`src/design/kmtf_pkg.sv`:
```
// Package for the keyed move-to-front thread table.
// Holds field widths, default sizes, result status codes and the
// command and status bundles between the controller and the datapath.
package kmtf_pkg;

	// Fixed field widths of the channels.
	localparam int KEY_W    = 60;
	localparam int STATUS_W = 2;
	localparam int RANK_W   = 4;
	localparam int MSGIDX_W = 5;
	localparam int TOTAL_W  = 5;

	// Default table sizes.
	localparam int THREAD_SLOTS_DEF = 16;
	localparam int MSGS_PER_THREAD_DEF = 32;

	// Result status codes.
	localparam logic [STATUS_W-1:0] ST_APPEND = 2'd0;
	localparam logic [STATUS_W-1:0] ST_CREATE = 2'd1;
	localparam logic [STATUS_W-1:0] ST_DROP   = 2'd2;
	localparam logic [STATUS_W-1:0] ST_FULL   = 2'd3;

	// Commands from the controller to the datapath.
	typedef struct packed {
		logic load;      // latch an accepted event and restart the search
		logic srch;      // issue the next search read
		logic hit;       // capture the matching entry
		logic upd;       // decide the outcome and append the message
		logic shift;     // move one entry down one place
		logic wtop;      // write the promoted entry at the top
		logic res_load;  // hand the result to the output register
	} kmtf_cmd_t;

	// Status from the datapath to the controller.
	typedef struct packed {
		logic match;     // entry read last cycle holds the key
		logic more;      // entries remain to be read
		logic pend;      // a read is in flight
		logic found;     // the event hit a stored thread
		logic full;      // every thread slot is in use
		logic out_free;  // the output register can take a result
	} kmtf_sts_t;

endpackage

```
`src/design/keyed_move_to_front_table.sv`:
```
// Keyed move-to-front thread table, top level.
// Depends on kmtf_pkg, kmtf_ctrl and kmtf_datapath.
//
// Each event on the input channel (in_valid, in_stall, phone_key,
// direction) is looked up among the held threads. A known key appends
// the direction bit to its thread; an unknown key opens a new thread if
// a slot is free, otherwise the event is dropped. Unless dropped, the thread is
// then moved to the most recent position. One result per event leaves on the
// output channel (out_valid, out_stall, status, prior_rank, message_index,
// thread_total); a transfer happens at a rising edge with valid high, stall low.
// Events are handled one at a time. The search reads the held threads
// from slot 0 upward until the key matches or none remain; an update
// step decides the outcome; the entries above the thread's slot are
// shifted down one place and the thread is written at the top (no shift
// on a drop); then the result is handed to the output register and the
// next event can be taken. The thread RAM gives one read a cycle for the
// search and for the shift, so the shift moves one entry at a time.
// While a result waits in the output register the next event is taken;
// its result and the input wait until out_stall is low. Reset clears the
// thread count and the controller; the RAM is only read below the count.
module keyed_move_to_front_table import kmtf_pkg::*; #(
	parameter int THREAD_SLOTS        = THREAD_SLOTS_DEF,
	parameter int MESSAGES_PER_THREAD = MSGS_PER_THREAD_DEF
) (
	input  logic                clk,
	input  logic                arst_n,
	input  logic                in_valid,
	output logic                in_stall,
	input  logic [KEY_W-1:0]    phone_key,
	input  logic                direction,
	output logic                out_valid,
	input  logic                out_stall,
	output logic [STATUS_W-1:0] status,
	output logic [RANK_W-1:0]   prior_rank,
	output logic [MSGIDX_W-1:0] message_index,
	output logic [TOTAL_W-1:0]  thread_total
);

	kmtf_cmd_t cmd;
	kmtf_sts_t sts;

	// Sequencer.
	kmtf_ctrl u_ctrl (
		.clk      (clk),
		.arst_n   (arst_n),
		.in_valid (in_valid),
		.in_stall (in_stall),
		.sts      (sts),
		.cmd      (cmd)
	);

	// Thread storage and result logic.
	kmtf_datapath #(
		.THREAD_SLOTS        (THREAD_SLOTS),
		.MESSAGES_PER_THREAD (MESSAGES_PER_THREAD)
	) u_datapath (
		.clk           (clk),
		.arst_n        (arst_n),
		.cmd           (cmd),
		.sts           (sts),
		.phone_key     (phone_key),
		.direction     (direction),
		.out_stall     (out_stall),
		.out_valid     (out_valid),
		.status        (status),
		.prior_rank    (prior_rank),
		.message_index (message_index),
		.thread_total  (thread_total)
	);

endmodule

```
`src/design/kmtf_ram.sv`:
```
// Generic single-write, single-read RAM with a registered read port.
// Depends on nothing else in the project.
module kmtf_ram #(
	parameter int WIDTH = 8,
	parameter int DEPTH = 16
) (
	input  logic                     clk,
	input  logic                     we,
	input  logic [$clog2(DEPTH)-1:0] waddr,
	input  logic [WIDTH-1:0]         wdata,
	input  logic [$clog2(DEPTH)-1:0] raddr,
	output logic [WIDTH-1:0]         rdata
);

	logic [WIDTH-1:0] mem_q [DEPTH];
	logic [WIDTH-1:0] rdata_q;

	// Write port and registered read port.
	always_ff @(posedge clk) begin
		if (we) begin
			mem_q[waddr] <= wdata;
		end
		rdata_q <= mem_q[raddr];
	end

	assign rdata = rdata_q;

endmodule

```
`src/design/kmtf_datapath.sv`:
```
// Datapath of the thread table: thread RAM, search and shift pointers,
// message append logic and the output register.
// Depends on kmtf_pkg and kmtf_ram.
module kmtf_datapath import kmtf_pkg::*; #(
	parameter int THREAD_SLOTS        = THREAD_SLOTS_DEF,
	parameter int MESSAGES_PER_THREAD = MSGS_PER_THREAD_DEF
) (
	input  logic                clk,
	input  logic                arst_n,
	input  kmtf_cmd_t           cmd,
	output kmtf_sts_t           sts,
	input  logic [KEY_W-1:0]    phone_key,
	input  logic                direction,
	input  logic                out_stall,
	output logic                out_valid,
	output logic [STATUS_W-1:0] status,
	output logic [RANK_W-1:0]   prior_rank,
	output logic [MSGIDX_W-1:0] message_index,
	output logic [TOTAL_W-1:0]  thread_total
);

	localparam int SLOT_W = $clog2(THREAD_SLOTS);
	localparam int USED_W = $clog2(THREAD_SLOTS + 1);
	localparam int CNT_W  = $clog2(MESSAGES_PER_THREAD + 1);
	localparam int MPT    = MESSAGES_PER_THREAD;
	localparam int ENT_W  = KEY_W + CNT_W + MPT;

	// Registers.
	logic [KEY_W-1:0]    key_q;
	logic                dir_q;
	logic [USED_W-1:0]   used_q;
	logic [USED_W-1:0]   idx_q;
	logic [SLOT_W-1:0]   cmp_idx_q;
	logic                cmp_vld_q;
	logic                found_q;
	logic [SLOT_W-1:0]   slot_q;
	logic [SLOT_W-1:0]   wp_q;
	logic [ENT_W-1:0]    ent_q;
	logic [STATUS_W-1:0] res_status_q;
	logic [USED_W-1:0]   res_rank_q;
	logic [CNT_W-1:0]    res_msg_q;
	logic                out_valid_q;
	logic [STATUS_W-1:0] status_q;
	logic [RANK_W-1:0]   prior_rank_q;
	logic [MSGIDX_W-1:0] message_index_q;
	logic [TOTAL_W-1:0]  thread_total_q;

	// RAM ports and combinational values.
	logic                ram_we;
	logic [SLOT_W-1:0]   ram_waddr;
	logic [ENT_W-1:0]    ram_wdata;
	logic [ENT_W-1:0]    ram_rdata;
	logic                issue;
	logic                more;
	logic                full;
	logic [SLOT_W-1:0]   top;
	logic [SLOT_W-1:0]   upd_slot;
	logic [CNT_W-1:0]    base_cnt;
	logic [MPT-1:0]      base_dirs;
	logic [CNT_W-1:0]    new_cnt;
	logic [MPT-1:0]      new_dirs;
	logic [CNT_W-1:0]    upd_msg;
	logic [STATUS_W-1:0] upd_status;
	logic [31:0]         rank_ext;
	logic [31:0]         msg_ext;
	logic [31:0]         total_ext;

	kmtf_ram #(
		.WIDTH (ENT_W),
		.DEPTH (THREAD_SLOTS)
	) u_ram (
		.clk   (clk),
		.we    (ram_we),
		.waddr (ram_waddr),
		.wdata (ram_wdata),
		.raddr (idx_q[SLOT_W-1:0]),
		.rdata (ram_rdata)
	);

	// Status towards the controller.
	assign more  = idx_q < used_q;
	assign full  = used_q == USED_W'(THREAD_SLOTS);
	assign top   = SLOT_W'(used_q - USED_W'(1));
	assign issue = cmd.srch || (cmd.shift && more);

	always_comb begin
		sts          = '0;
		sts.match    = cmp_vld_q && (ram_rdata[ENT_W-1 -: KEY_W] == key_q);
		sts.more     = more;
		sts.pend     = cmp_vld_q;
		sts.found    = found_q;
		sts.full     = full;
		sts.out_free = !out_valid_q || !out_stall;
	end

	// Shift writes move the entry just read down one place; the final
	// write puts the promoted entry at the top.
	always_comb begin
		ram_we    = (cmd.shift && cmp_vld_q) || cmd.wtop;
		ram_waddr = cmd.wtop ? top : wp_q;
		ram_wdata = cmd.wtop ? ent_q : ram_rdata;
	end

	// Append the direction bit to the hit entry or to a fresh one.
	always_comb begin
		if (found_q) begin
			upd_slot  = slot_q;
			base_cnt  = ent_q[MPT +: CNT_W];
			base_dirs = ent_q[MPT-1:0];
		end else begin
			upd_slot  = used_q[SLOT_W-1:0];
			base_cnt  = '0;
			base_dirs = '0;
		end
		if (base_cnt < CNT_W'(MPT)) begin
			new_cnt    = base_cnt + CNT_W'(1);
			new_dirs   = base_dirs | (MPT'(dir_q) << base_cnt);
			upd_msg    = base_cnt;
			upd_status = found_q ? ST_APPEND : ST_CREATE;
		end else begin
			new_cnt    = base_cnt;
			new_dirs   = base_dirs;
			upd_msg    = CNT_W'(MPT - 1);
			upd_status = ST_FULL;
		end
	end

	// Control registers of the search, shift and thread count.
	always_ff @(posedge clk or negedge arst_n) begin
		if (!arst_n) begin
			used_q    <= '0;
			cmp_vld_q <= 1'b0;
			found_q   <= 1'b0;
		end else begin
			cmp_vld_q <= issue;
			if (cmd.load) begin
				found_q <= 1'b0;
			end else if (cmd.hit) begin
				found_q <= 1'b1;
			end
			if (cmd.upd && !found_q && !full) begin
				used_q <= used_q + USED_W'(1);
			end
		end
	end

	// Event, pointer and entry registers.
	always_ff @(posedge clk) begin
		if (cmd.load) begin
			key_q <= phone_key;
			dir_q <= direction;
			idx_q <= '0;
		end else if (cmd.upd) begin
			idx_q <= USED_W'(upd_slot) + USED_W'(1);
		end else if (issue) begin
			idx_q <= idx_q + USED_W'(1);
		end
		if (issue) begin
			cmp_idx_q <= idx_q[SLOT_W-1:0];
		end
		if (cmd.hit) begin
			slot_q <= cmp_idx_q;
			ent_q  <= ram_rdata;
		end
		if (cmd.upd) begin
			wp_q  <= upd_slot;
			ent_q <= found_q ? {ent_q[ENT_W-1 -: KEY_W], new_cnt, new_dirs}
			                 : {key_q, new_cnt, new_dirs};
			if (!found_q && full) begin
				res_status_q <= ST_DROP;
				res_msg_q    <= '0;
			end else begin
				res_status_q <= upd_status;
				res_msg_q    <= upd_msg;
			end
			if (found_q) begin
				res_rank_q <= used_q - USED_W'(1) - USED_W'(slot_q);
			end else begin
				res_rank_q <= '0;
			end
		end else if (cmd.shift && cmp_vld_q) begin
			wp_q <= wp_q + SLOT_W'(1);
		end
	end

	// Output register: a result waits here while the next event is taken.
	assign rank_ext  = 32'(res_rank_q);
	assign msg_ext   = 32'(res_msg_q);
	assign total_ext = 32'(used_q);

	always_ff @(posedge clk or negedge arst_n) begin
		if (!arst_n) begin
			out_valid_q <= 1'b0;
		end else if (cmd.res_load) begin
			out_valid_q <= 1'b1;
		end else if (!out_stall) begin
			out_valid_q <= 1'b0;
		end
	end

	always_ff @(posedge clk) begin
		if (cmd.res_load) begin
			status_q        <= res_status_q;
			prior_rank_q    <= rank_ext[RANK_W-1:0];
			message_index_q <= msg_ext[MSGIDX_W-1:0];
			thread_total_q  <= total_ext[TOTAL_W-1:0];
		end
	end

	assign out_valid     = out_valid_q;
	assign status        = status_q;
	assign prior_rank    = prior_rank_q;
	assign message_index = message_index_q;
	assign thread_total  = thread_total_q;

endmodule

```
`src/design/kmtf_ctrl.sv`:
```
// Controller of the thread table: sequences search, update, shift and
// result hand-over for one event at a time.
// Depends on kmtf_pkg.
module kmtf_ctrl import kmtf_pkg::*; (
	input  logic      clk,
	input  logic      arst_n,
	input  logic      in_valid,
	output logic      in_stall,
	input  kmtf_sts_t sts,
	output kmtf_cmd_t cmd
);

	typedef enum logic [4:0] {
		S_IDLE  = 5'b00001,
		S_SRCH  = 5'b00010,
		S_UPD   = 5'b00100,
		S_SHIFT = 5'b01000,
		S_RES   = 5'b10000
	} state_t;

	state_t state_q;
	state_t state_d;

	// Next state and commands.
	always_comb begin
		state_d  = state_q;
		cmd      = '0;
		in_stall = 1'b1;
		unique case (state_q)
			S_IDLE: begin
				in_stall = 1'b0;
				if (in_valid) begin
					cmd.load = 1'b1;
					state_d  = S_SRCH;
				end
			end
			S_SRCH: begin
				if (sts.match) begin
					cmd.hit = 1'b1;
					state_d = S_UPD;
				end else if (!sts.more) begin
					state_d = S_UPD;
				end else begin
					cmd.srch = 1'b1;
				end
			end
			S_UPD: begin
				cmd.upd = 1'b1;
				if (!sts.found && sts.full) begin
					state_d = S_RES;
				end else begin
					state_d = S_SHIFT;
				end
			end
			S_SHIFT: begin
				if (sts.more || sts.pend) begin
					cmd.shift = 1'b1;
				end else begin
					cmd.wtop = 1'b1;
					state_d  = S_RES;
				end
			end
			S_RES: begin
				if (sts.out_free) begin
					cmd.res_load = 1'b1;
					state_d      = S_IDLE;
				end
			end
			default: begin
				state_d = S_IDLE;
			end
		endcase
	end

	// State register.
	always_ff @(posedge clk or negedge arst_n) begin
		if (!arst_n) begin
			state_q <= S_IDLE;
		end else begin
			state_q <= state_d;
		end
	end

endmodule
```
`config.mk`:
```
export PLATFORM = sky130hd
export DESIGN_NAME = keyed_move_to_front_table
export DESIGN_NICKNAME = d
export VERILOG_FILES = /design/src/design/kmtf_pkg.sv /design/src/design/keyed_move_to_front_table.sv /design/src/design/kmtf_ram.sv /design/src/design/kmtf_datapath.sv /design/src/design/kmtf_ctrl.sv
export SDC_FILE = /design/constraint.sdc
export NUM_CORES = 1
export LEC_CHECK = 0
export BUFFER_PORTS_ARGS = -buffer_cell sky130_fd_sc_hd__buf_2
export CAP_MARGIN = 20
export CORE_MARGIN = 4
export CORE_UTILIZATION = 62
export DETAILED_ROUTE_END_ITERATION = 8
export PLACE_DENSITY = 0.77
export REMOVE_ABC_BUFFERS = 1
export SYNTH_ARGS = -nofsm -noshare
export SYNTH_HDL_FRONTEND = slang
export SYNTH_SLANG_ARGS = --single-unit
export TNS_END_PERCENT = 100
```
`constraint.sdc`:
```
create_clock -name clk -period 12.7 [get_ports clk]
set_clock_uncertainty 0.15 [all_clocks]
set_input_delay 0.635 -clock clk [delete_from_list [all_inputs] [get_ports clk]]
set_output_delay 0.635 -clock clk [all_outputs]
set_load 0.05 [all_outputs]
```
After elaboration in Yosys (flattened, before gate mapping)
Memories as Yosys holds them, arrays and structs flattened. A register that Yosys moved wholly into a read port is not among the register bits.
Index checks and enable logic that the tools add are counted.
W data, S select, Z words.
{"block": "word_totals", "output_inout_bits": 18, "in_bits": 65, "wordCells": 111, "mem_count": 1, "reg_bits": 216, "ramBits": 1568}
{"block": "classes", "reduce_logical": 21, "muxes": 43, "n_bitwise": 2, "shift": 1, "n_lt_le_gt_ge": 2, "eq_ne": 13, "addsub": 7}
{"name": "u_datapath.u_ram.mem_q", "words": 16, "width": 98, "rd": 1, "rd_clocked_by_memory_dff": 1, "wr": 1, "line": "kmtf_ram.sv:15", "source": "logic [WIDTH-1:0] mem_q [DEPTH];"}
{"operator": "$mux W98", "n": 4}
{"operator": "$mux W32", "n": 2}
{"operator": "$eq A60 B60 Y1", "n": 1}
{"operator": "$mux W5", "n": 9}
{"operator": "$or A32 B32 Y32", "n": 1}
{"operator": "$shl A1 B6 Y32", "n": 1}
{"operator": "$pmux W5 S5", "n": 1}
{"operator": "$mux W1", "n": 19}
{"operator": "$mux W4", "n": 4}
{"operator": "$mux W6", "n": 2}
{"operator": "$add A5 B1 Y5 const B", "n": 2}
{"operator": "$eq A5 B5 Y1 const B", "n": 2}
{"operator": "$ne A2 B2 Y1 const B", "n": 4}
{"operator": "$reduce_bool A2 Y1", "n": 4}
{"operator": "$add A6 B1 Y6 const B", "n": 1}
{"operator": "$logic_and A1 B1 Y1", "n": 6}
{"operator": "$lt A6 B6 Y1 const B", "n": 1}
{"operator": "$add A4 B1 Y5 const B", "n": 1}
{"operator": "$eq A5 B1 Y1 const B", "n": 1}
{"operator": "$eq A5 B2 Y1 const B", "n": 1}
{"operator": "$eq A5 B3 Y1 const B", "n": 1}
{"operator": "$eq A5 B4 Y1 const B", "n": 1}
{"operator": "$lt A5 B5 Y1", "n": 1}
{"operator": "$add A4 B1 Y4 const B", "n": 1}
{"operator": "11 further kinds", "n": 18}

Longest topological paths before layout
{"block": "depth", "depth_word": 8, "depth_mapped": 11, "ltp_nobuf": 10}

Cells and area by module
A second synthesis with hierarchy kept.
{"block": "hier_totals", "hier_cells": 3360, "hier_area_um2": 71358.4}
{"mod": "kmtf_ram", "cells_per_inst": 2510, "instances": 1, "seq_area_each_um2": 49047.0, "area_each_um2": 60509.3}
{"mod": "kmtf_datapath", "cells_per_inst": 814, "instances": 1, "seq_area_each_um2": 6246.0, "area_each_um2": 10528.8}
{"mod": "kmtf_ctrl", "cells_per_inst": 36, "instances": 1, "seq_area_each_um2": 126.4, "area_each_um2": 320.3}

Worst setup path after synthesis
No wires, ideal clock.
{"block": "synth_path", "path_kind": "flip-flop to flip-flop", "from": "register u_datapath.used_q[2]", "to": "memory u_datapath.u_ram.mem_q[4][32] in the netlist's numbering, enable pin", "n_path_buf": 2, "path_stages_with_launch": 10, "arrival_ns": 8.242, "period_less_slack_ns": 9.045, "setup_slack_ns": 3.655, "path_cell_list": "dfrtp_1 -> clkbuf_1 -> inv_1 -> ha_1 -> nand3_1 -> o21a_1 -> nor3_4 -> buf_2 -> a31oi_1 -> nor4_1"}
{"block": "synth_via", "elab_chain_len": 8}
{"item": "start: declaration", "line": "kmtf_datapath.sv:31", "source": "logic [USED_W-1:0] used_q;"}
{"item": "start signal: assignment", "line": "kmtf_datapath.sv:142", "source": "used_q <= used_q + USED_W'(1);"}
{"item": "$lt A5 B5 Y1", "line": "kmtf_datapath.sv:81", "source": "assign more = idx_q < used_q;"}
{"item": "$logic_or A1 B1 Y1", "line": "kmtf_ctrl.sv:56", "source": "if (sts.more || sts.pend) begin"}
{"item": "$mux W1", "line": "kmtf_ctrl.sv:56"}
{"item": "$mux W2", "line": "kmtf_ctrl.sv:29", "source": "unique case (state_q)"}
{"item": "$logic_and A1 B1 Y1", "line": "kmtf_datapath.sv:99", "source": "ram_we = (cmd.shift && cmp_vld_q) || cmd.wtop;"}
{"item": "$logic_or A1 B1 Y1", "line": "kmtf_datapath.sv:99"}
{"item": "$mux W1", "line": "kmtf_ram.sv:20", "source": "if (we) begin"}
{"item": "$mux W1 (not written as such)", "line": "kmtf_ram.sv:21", "source": "mem_q[waddr] <= wdata;"}
{"item": "end: declaration", "line": "kmtf_ram.sv:15"}
Several ways; a longest one is shown, not always the timed one.

Worst setup path after layout
{"block": "layout_path", "from": "register u_datapath.idx_q[1]", "to": "memory u_datapath.u_ram.mem_q[2][89] in the netlist's numbering, enable pin"}
{"block": "layout_via", "elab_chain_len": 8}
{"item": "start: declaration", "line": "kmtf_datapath.sv:32", "source": "logic [USED_W-1:0] idx_q;"}
{"item": "start signal: assignment", "line": "kmtf_datapath.sv:154", "source": "idx_q <= USED_W'(upd_slot) + USED_W'(1);"}
{"item": "start signal: assignment", "line": "kmtf_datapath.sv:156", "source": "idx_q <= idx_q + USED_W'(1);"}
{"item": "$lt A5 B5 Y1 *", "line": "kmtf_datapath.sv:81"}
{"item": "$logic_or A1 B1 Y1 *", "line": "kmtf_ctrl.sv:56"}
{"item": "$mux W1", "line": "kmtf_ctrl.sv:56"}
{"item": "$mux W2 *", "line": "kmtf_ctrl.sv:29"}
{"item": "$logic_and A1 B1 Y1", "line": "kmtf_datapath.sv:99"}
{"item": "$logic_or A1 B1 Y1", "line": "kmtf_datapath.sv:99"}
{"item": "$mux W1", "line": "kmtf_ram.sv:20"}
{"item": "$mux W1 (not written as such)", "line": "kmtf_ram.sv:21"}
Every way passes the cells marked *; elsewhere a longest branch is shown, timed or not.

==> flow_summary.json <==
{
  "status": "finished, final reports clean",
  "crit_fanout": 54,
  "post_drt_wl_per_cell_um": 29.4,
  "fillers": 4538,
  "initial_core_util_pct": 62.7,
  "vdd_drop_max_uv": 184,
  "grt_pass1_vias": 24300,
  "async_flop_share_pct": 0.996,
  "regArea_sq_mm": 0.0384,
  "powerDensity_mw_per_mm2": 210,
  "slew_violations": 0,
  "ioPinCount": 83,
  "startpoint_type": "flip-flop",
  "post_cts_resized": 0,
  "die_h_um": 291,
  "layout_common_cells": "edfxtp_1, mux4_2, nand2_1",
  "hold_viol": 0,
  "post-place-ws_ns": 7.52,
  "viasPerCell": 6.49,
  "synth_area_leader_cell": "edfxtp_1",
  "num_vias": 23700,
  "place_area_sq_mm": 0.0516,
  "numPortBuffers": 81,
  "area_growth_pct": 13.0,
  "path_clk_slew_ns": 0.07,
  "tritoncts": "yes",
  "grt_usage_pct": 25.6,
  "die-area_sq_mm": 0.0848,
  "multiInputGateArea_sq_mm": 0.0109,
  "grt-ovfl-total": 0,
  "post-route-drc-count": 0,
  "synth-seq-cells": 1305,
  "power_mw": 11.8,
  "mostFrequentLayoutCell": "edfxtp_1",
  "grt_first_pass_wirelength_mm": 159,
  "fin_area_sq_mm": 0.0562,
  "drive_gt1_share_pct": 28.7,
  "seq_area_frac_synth_pct": 77.3,
  "synthTopCellsByArea": "edfxtp_1, mux4_2, dfxtp_1",
  "antenna_left": 0,
  "drtIter0Drc": 3153,
  "fin_crit_sh_pct": 40.7,
  "wirelength_mm": 108,
  "fp.coreArea_sq_mm": 0.0793,
  "tightest_slew_ns": 1.15,
  "die_x_um": 291,
  "num_rows": 103,
  "final_cells": 3653,
  "cts_buffers": 120,
  "cts.sinks": 1305,
  "worstPathRequired_ns": 12.84,
  "relSlewSlack_pct": 23.6,
  "endpoint_kind": "flip-flop",
  "root_buffer": "clkbuf_16",
  "setup_viol": 0,
  "drt_first_pass_iters": 5,
  "synth_cell_types": 56,
  "synth_top_area_share_pct": 73.7,
  "hold_path.class": "in2reg",
  "netlist_area_sq_mm": 0.0497,
  "place.gp.congestion": 0.779,
  "synth_edf_count": 1221,
  "fin_crit_ns": 5.17,
  "insertion_delay_ns": 0.69,
  "cap_viol_max_count": 0,
  "fmax_mhz": 193,
  "dp_cells": 3368,
  "synth_area_per_cell_sq_um": 21.7,
  "worst-endpoint-arrival_ns": 5.32,
  "p_leak_nw": 17.8,
  "dp_hpwl_mm": 52.0,
  "yosysWarnings": 0,
  "syn_inst": 2292,
  "synth_ff_type": "edfxtp_1",
  "worst_slack_ns": 7.53,
  "rsz0062_at_grt": "no",
  "grt_max_degree": 167,
  "grt_antenna_before_repair": 1,
  "clockBufferDepth": 3,
  "fin_tns_setup_ns": 0,
  "path_class": "reg2reg",
  "cts_max_level": 3,
  "fin_nets": 2578
}
==> final cells by class <==
cell class | instances | area share, %
Antenna cell | 3 | 0.0134
Timing Repair Buffer | 193 | 2.58
Multi-Input combinational cell | 853 | 19.4
Sequential cell | 1305 | 68.4
Clock inverter | 70 | 1.28
Clock buffer | 154 | 5.84
Inverter | 25 | 0.171
Tap cell | 1050 | 2.34
==> sequential cells by signal, indices dropped and copies added, names as in the netlist <==
signal,cells
u_ctrl.state_q,5
u_datapath.cmp_idx_q,4
u_datapath.cmp_vld_q,1
u_datapath.ent_q,66
u_datapath.found_q,1
u_datapath.idx_q,5
u_datapath.key_q,60
u_datapath.message_index,5
u_datapath.out_valid,1
u_datapath.prior_rank,4
u_datapath.res_msg_q,5
u_datapath.res_rank_q,4
u_datapath.res_status_q,2
u_datapath.slot_q,4
u_datapath.status,2
u_datapath.thread_total,5
u_datapath.u_ram.mem_q,1056
u_datapath.u_ram.rdata,66
u_datapath.used_q,5
u_datapath.wp_q,4
==> synth_stat cells (4+ instances only) <==
library cell,count
o21a_1,9
nand3_1,6
buf_1,12
dfxtp_1,71
ha_1,14
buf_2,24
inv_1,25
edfxtp_1,1221
a31oi_1,6
xor2_1,40
mux2i_1,6
nand2_1,199
nor4_1,14
mux4_2,330
nand4_1,11
nor3_1,9
mux2_2,61
a21oi_1,8
o21ai_0,32
clkbuf_1,72
nor2_1,27
and2_1,4
xnor2_1,28
dfrtp_1,12
==> per-stage QoR <==
step	util (%)	hold WS, ns
floorplan	-	0.189
global placement	65.1	0.252
detailed placement	65.1	0.255
CTS	70.9	0.00313
global route	70.9	0.0185
finish	70.9	0.0399
==> routing by layer <==
| metal | track usage (%) | vias to the layer above | routed length (um) |
|---|---|---|---|
| met5 | 0 | - | 0 |
| met3 | 5.65 | 157 | 9600 |
| met4 | 6.18 | 0 | 2100 |
| met1 | 36.5 | 12500 | 41300 |
| li1 | - | 9824 | - |
| met2 | 41.5 | 1244 | 54500 |
==> where the power goes <==
part / internal, mW / switching [mW] / leakage (nW)
clock network: 2.10 / 1.51 / 1.98
registers: 5.52 / 0.269 / 11.8
logic: 1.03 / 1.34 / 4.10
==> repair_timing <==
action                    4_1_cts  5_1_grt
hold buffers                   56        0
hold endpoints to repair       68        0
buffers inserted                0        0
==> critical path, cell delays in order (launching register included) <==
cell,delay [ns]
dfxtp_4,0.88
ha_1,0.37
a21oi_1,0.13
o21a_1,0.33
nor3_4,0.06
mux2i_1,0.57
nand2_1,0.43
nor2_4,0.94
buf_4,0.86
==> kinds of logic (layout without fill, tap and decap cells) <==
family	Yosys count	in the layout	synth area share, %
compound gates	79	79	1.02
xor+xnor	68	68	1.20
fa+ha+maj	15	15	0.393
buf+inv	134	442	1.08
flops	1305	1305	77.3
mux	397	397	16.5
other cells	0	3	0
simple gates	294	294	2.60
==> path summary, 6_finish.rpt <==
kind	startpoint	to	slack, ns	depth (start not counted)
setup reg to reg	u_datapath.idx_q[1]	u_datapath.u_ram.mem_q[2][89]	7.53	8
setup / recovery	u_datapath.idx_q[1]	u_datapath.u_ram.mem_q[2][89]	7.53	8
max in group asynchronous	arst_n	u_ctrl.state_q[0]	11.88	2
hold / removal	phone_key[14]	u_datapath.key_q[14]	0.04	1
min in group asynchronous	arst_n	u_datapath.out_valid	0.24	2
hold reg to reg	u_datapath.res_status_q[1]	u_datapath.status[1]	0.27	0
Power figures use the tool's default switching activity.
